--- src/design/ldfw_pkg.sv ---
package ldfw_pkg;

  // coordinate and datapath widths
  localparam int CoordW = 21;
  localparam int DiffW  = 22;
  localparam int ProdW  = 44;
  localparam int LenW   = 44;
  localparam int NumW   = 88;
  localparam int QuoW   = 44;
  localparam int RootW  = 22;
  localparam int RadW   = 22;
  localparam int FracW  = 16;
  localparam int WgtW   = 17;
  localparam int WQuoW  = 17;
  localparam int PackW  = 63;

  localparam logic [WgtW-1:0] WgtOne = 17'd65536;

  // configuration register indexes
  localparam logic [2:0] CfgLineStart = 3'd0;
  localparam logic [2:0] CfgLineEnd   = 3'd1;
  localparam logic [2:0] CfgInner     = 3'd2;
  localparam logic [2:0] CfgOuter     = 3'd3;
  localparam logic [2:0] CfgInfinite  = 3'd4;

  localparam logic [RadW-1:0] OuterReset = 22'd25600;

endpackage

--- src/design/ldfw_sqrt.sv ---
// Pipelined digit-by-digit integer square root, one root bit per stage.
module ldfw_sqrt
  import ldfw_pkg::*;
#(
  parameter int RW = RootW
) (
  input  logic            clk,
  input  logic            rst_n,
  input  logic            en,
  input  logic            in_valid,
  input  logic [2*RW-1:0] in_val,
  output logic            out_valid,
  output logic [RW-1:0]   out_root
);

  logic [2*RW-1:0] val_r  [RW];
  logic [RW+1:0]   rem_r  [RW];
  logic [RW-1:0]   root_r [RW];
  logic [RW-1:0]   vld_r;

  for (genvar k = 0; k < RW; k++) begin : g_stage
    logic [2*RW-1:0] vs;
    logic [RW+1:0]   rs;
    logic [RW-1:0]   qs;
    logic            ok;
    logic [RW+1:0]   t;
    logic [RW+1:0]   trial;
    logic            ge;

    if (k == 0) begin : g_first
      assign vs = in_val;
      assign rs = '0;
      assign qs = '0;
      assign ok = in_valid;
    end else begin : g_next
      assign vs = val_r[k-1];
      assign rs = rem_r[k-1];
      assign qs = root_r[k-1];
      assign ok = vld_r[k-1];
    end

    // bring down two bits, try root*4+1
    assign t     = {rs[RW-1:0], vs[2*RW-1:2*RW-2]};
    assign trial = {qs, 2'b01};
    assign ge    = (t >= trial);

    always_ff @(posedge clk) begin
      if (en) begin
        val_r[k]  <= {vs[2*RW-3:0], 2'b00};
        rem_r[k]  <= ge ? (t - trial) : t;
        root_r[k] <= {qs[RW-2:0], ge};
      end
    end

    always_ff @(posedge clk) begin
      if (!rst_n) begin
        vld_r[k] <= 1'b0;
      end else if (en) begin
        vld_r[k] <= ok;
      end
    end
  end

  assign out_valid = vld_r[RW-1];
  assign out_root  = root_r[RW-1];

endmodule
--- config.mk ---
export PLATFORM = sky130hd
export DESIGN_NAME = ldfw_sqrt
export DESIGN_NICKNAME = d
export VERILOG_FILES = /design/src/design/ldfw_pkg.sv /design/src/design/ldfw_sqrt.sv
export SDC_FILE = /design/constraint.sdc
export NUM_CORES = 2
export LEC_CHECK = 0
export BUFFER_PORTS_ARGS = -buffer_cell sky130_fd_sc_hd__buf_2
export CORE_MARGIN = 2
export CORE_UTILIZATION = 45
export DETAILED_ROUTE_END_ITERATION = 8
export PLACE_DENSITY_LB_ADDON = 0.05
export SKIP_LAST_GASP = 1
export SLEW_MARGIN = 20
export SYNTH_ARGS = -nofsm -noshare
export SYNTH_HDL_FRONTEND = slang
export SYNTH_SLANG_ARGS = --single-unit
--- constraint.sdc ---
create_clock -name clk -period 3.8 [get_ports clk]
set_clock_uncertainty 0.2 [all_clocks]
set_input_delay 0 -clock clk [delete_from_list [all_inputs] [get_ports clk]]
set_output_delay 0 -clock clk [all_outputs]
set_load 0.01 [all_outputs]
==> results.md <==
* Status: completed
* Vias in the first global route at 30,700
* Ant diodes at 0
* Yosys warning count at 0
* WL/cell at 16.9 um
* Initial DRC Count at 2,068
* Worst Hold Class: in2reg
* Total power after layout at 36.3 mW
* DR DRC count at 0
* Max-Cap Viols at 0
* Top cells by area, synth: edfxtp_1 64%, ha_1 6.4%, xnor2_1 3.0%
* Multi-input logic area at 0.0173 mm2
* Clk sink count at 1,171
* Die height at 349 um
* Syn_area_per_cell at 13.2 um2
* Critical path fanouts, max at 18
* Share of layout cells above drive strength 1 at 9.59%
* H-tree levels at 4
* RSZ-0062 raised after global routing: false
* Post-synth EDFFs at 1,149
* Place WS at 0.311 ns
* Num CTS Buffers at 134
* Critical-path top delay cell: nor4_1
* Cell taking the most area after synthesis: edfxtp_1
* Syn nets at 4,389
* Relative slew slack at 33.8%
* Placer Congestion at 0.882
* Seq/Total Area, Yosys at 65.1%
* Io pins at 71
* Seq pwr share at 47.0%
* Switching Fraction at 27.2%
* Drt total wl at 101,000 um
* Post-route ant nets at 0
* Crit path DAT at 3.94 ns
* DP HPWL at 71,500 um
* Crit end category: flop
* Worst setup margin at 0.146 ns
* Clk_lat worst skew at 0.76 ns
* Synth Register Bits at 1,171
* Core Footprint at 0.118 mm2
* Clk pwr share at 34.4%
* Power per cell area at 588 mW/mm2
* Final period utilization at 96.2%
* Worst-margin pin slew at 0.983 ns
* Largest net degree at the start of global routing at 120
* Cts repair resizes at 0
* Worst Setup SP: rem_r[7][37]
* Die ar. at 0.122 mm2
* CP required at 4.08 ns
* Initial DRT Pass Iterations at 5
* Most used DFF post-synth: edfxtp_1
* First-pass GRT wire length at 164,000 um
* Cell Rows at 126
* # port buffers at 70
* Global route total overflow at 0
* Die Width at 349 um
* Root buf cell: clkbuf_16
* Initial antenna violation count at 0
* Final Max Slew Viols at 0
* Fmax at 274 MHz
* Hold_ws at 0.134 ns
* Synth Instances at 4,065
* Mapped cell area at 0.0537 mm2
* Fillcell total at 10,200
* Top cell type's share of synthesized area at 64.2%
* Worst r2r src: rem_r[7][37]
* Crit-path max cell delay at 0.77 ns
* Final nets at 4,693
* CTS tree: done
* NetSw at 9.89 mW
* Synth unique cells at 80
* Crit start category: flop
* Final hold violations at 0
* Area growth syn-to-layout at 15.0%
* All-Layer GR Usage at 16.9%
* Comb pwr share at 18.5%
* Hold wc startpoint: en
* Final std cells w/o fill at 6,009
* Deepest clock path buffer count at 3
* Placed cell count at 5,672
* Worst-path clk slew at 0.05 ns
* Peak supply drop at 0.479 mV
* Reg area at 0.0349 mm2
* CP cell instances: ha_1 -> and2_1 -> nand3_1 -> nor4_1 -> a21oi_1 -> a21oi_2 -> buf_4 -> mux2_2
* Internal power at 26.4 mW
* Vias at 31,100
* Starting Density at 45.4%
* Async S/R FF share, synth at 0%
* Setup TNS Final at 0 ns
* Leak at 23.8 nW
* Final setup viols at 0
* Minimum clock period after layout at 3.65 ns
* Worst Setup Path Type: reg2reg
* Vias per cell at 5.18
-- power groups by stage --
stage	sequential (mW)	combinational, mW	clock [mW]
4_1_cts	17.1	6.72	13.0
3_5_place_dp	17.4	6.60	0
3_3_place_gp	17.4	6.57	0
2_1_floorplan	17.0	4.96	0
5_1_grt	17.3	7.60	13.4
6_report	17.1	6.73	12.5
-- state kept, by name, summed over array words and instances (netlist names) --
| name | count |
|---|---|
| val_r | 462 |
| rem_r | 434 |
| root_r | 253 |
| g_stage.ok | 21 |
| out_valid | 1 |
-- what timing repair did --
item | in CTS | in global routing
hold endpoints to repair | 1120 | 0
buffers inserted | 0 | 0
hold buffers | 97 | 0
-- Yosys cell counts (11+ instances only) --
| cell | instances |
|---|---|
| xnor2_1 | 181 |
| dfxtp_1 | 22 |
| o21a_1 | 55 |
| a21oi_1 | 252 |
| xor2_1 | 149 |
| nand4b_1 | 12 |
| nand4_1 | 36 |
| o21ai_0 | 193 |
| or4_1 | 16 |
| o31ai_1 | 27 |
| and3_1 | 13 |
| nor3b_1 | 11 |
| ha_1 | 276 |
| o211ai_1 | 23 |
| nand2b_1 | 62 |
| o21bai_1 | 17 |
| or2_2 | 22 |
| a211oi_1 | 24 |
| nor2b_1 | 61 |
| a21o_1 | 73 |
| inv_1 | 337 |
| nand2_1 | 262 |
| a31oi_1 | 22 |
| mux2_2 | 62 |
| clkbuf_1 | 51 |
| nand3_1 | 57 |
| or3_1 | 32 |
| nand3b_1 | 13 |
| edfxtp_1 | 1149 |
| nor3_1 | 87 |
| and2_1 | 12 |
| nor4_1 | 49 |
| nor2_1 | 239 |
| mux2i_1 | 28 |
-- placed cells by master (no fill, tap or decap), types with 69 or more instances in the layout --
cell type / Yosys / final
nor3_1: 87 / 87
a21oi_1: 252 / 250
edfxtp_1: 1149 / 1149
buf_2: 6 / 69
xnor2_1: 181 / 181
nand2_1: 262 / 262
dlygate4sd3_1: 0 / 97
xor2_1: 149 / 149
a21o_1: 73 / 73
ha_1: 276 / 276
clkbuf_16: 0 / 134
o21ai_0: 193 / 193
inv_1: 337 / 337
nor2_1: 239 / 239
-- per-layer routing --
layer  routed length [um]  global-route usage [%]  part of all wire (%)
met1                47700                    23.0                    47
met3                 4210                    3.13                   4.2
met2                46900                    27.0                    46
met5                    0                       0                     0
met4                 2750                    6.09                   2.7
-- through the flow --
step	instance area [um2]	utilization (%)
6_report	61700	52.2
5_1_grt	61700	52.2
4_1_cts	61700	52.2
3_5_place_dp	56500	47.7
3_3_place_gp	56500	47.7
2_1_floorplan	53700	-
-- logic make-up after synthesis --
logic type      Yosys count  share of synthesized area, %
simple gates           1012                          9.44
fa+ha+maj               276                          6.43
other cells               1                       0.00698
xor+xnor                330                          5.38
buf+inv                 403                          2.83
mux                      90                          1.82
compound gates          782                          9.04
flops                  1171                          65.1
-- layout make-up --
cell class | instances | area share, %
clock buffer | 168 | 5.69
clock inverter | 72 | 1.31
inverter | 339 | 2.06
multi-input combinational | 2491 | 28.0
sequential | 1171 | 56.6
tap | 1536 | 3.11
timing repair buffer | 232 | 3.28
-- worst paths after layout --
check,to,slack [ns],cells after the start
worst max-delay path,rem_r[8][3],0.15,8
worst min-delay path,val_r[0][0],0.13,2
worst max register to register,rem_r[8][3],0.15,8
worst min register to register,val_r[0][143],0.21,0
-- worst max-delay path: cells and delay by family, from the launching register on --
family	cells	cell delay, ns
muxes	1	0.37
buffers and inverters	1	0.29
AOI/OAI and AO/OA	2	0.38
adders and majority gates	1	0.43
and+or+nand+nor	3	1.29
DFF	1	0.40
No activity file was read; power rests on OpenSTA's default activity.
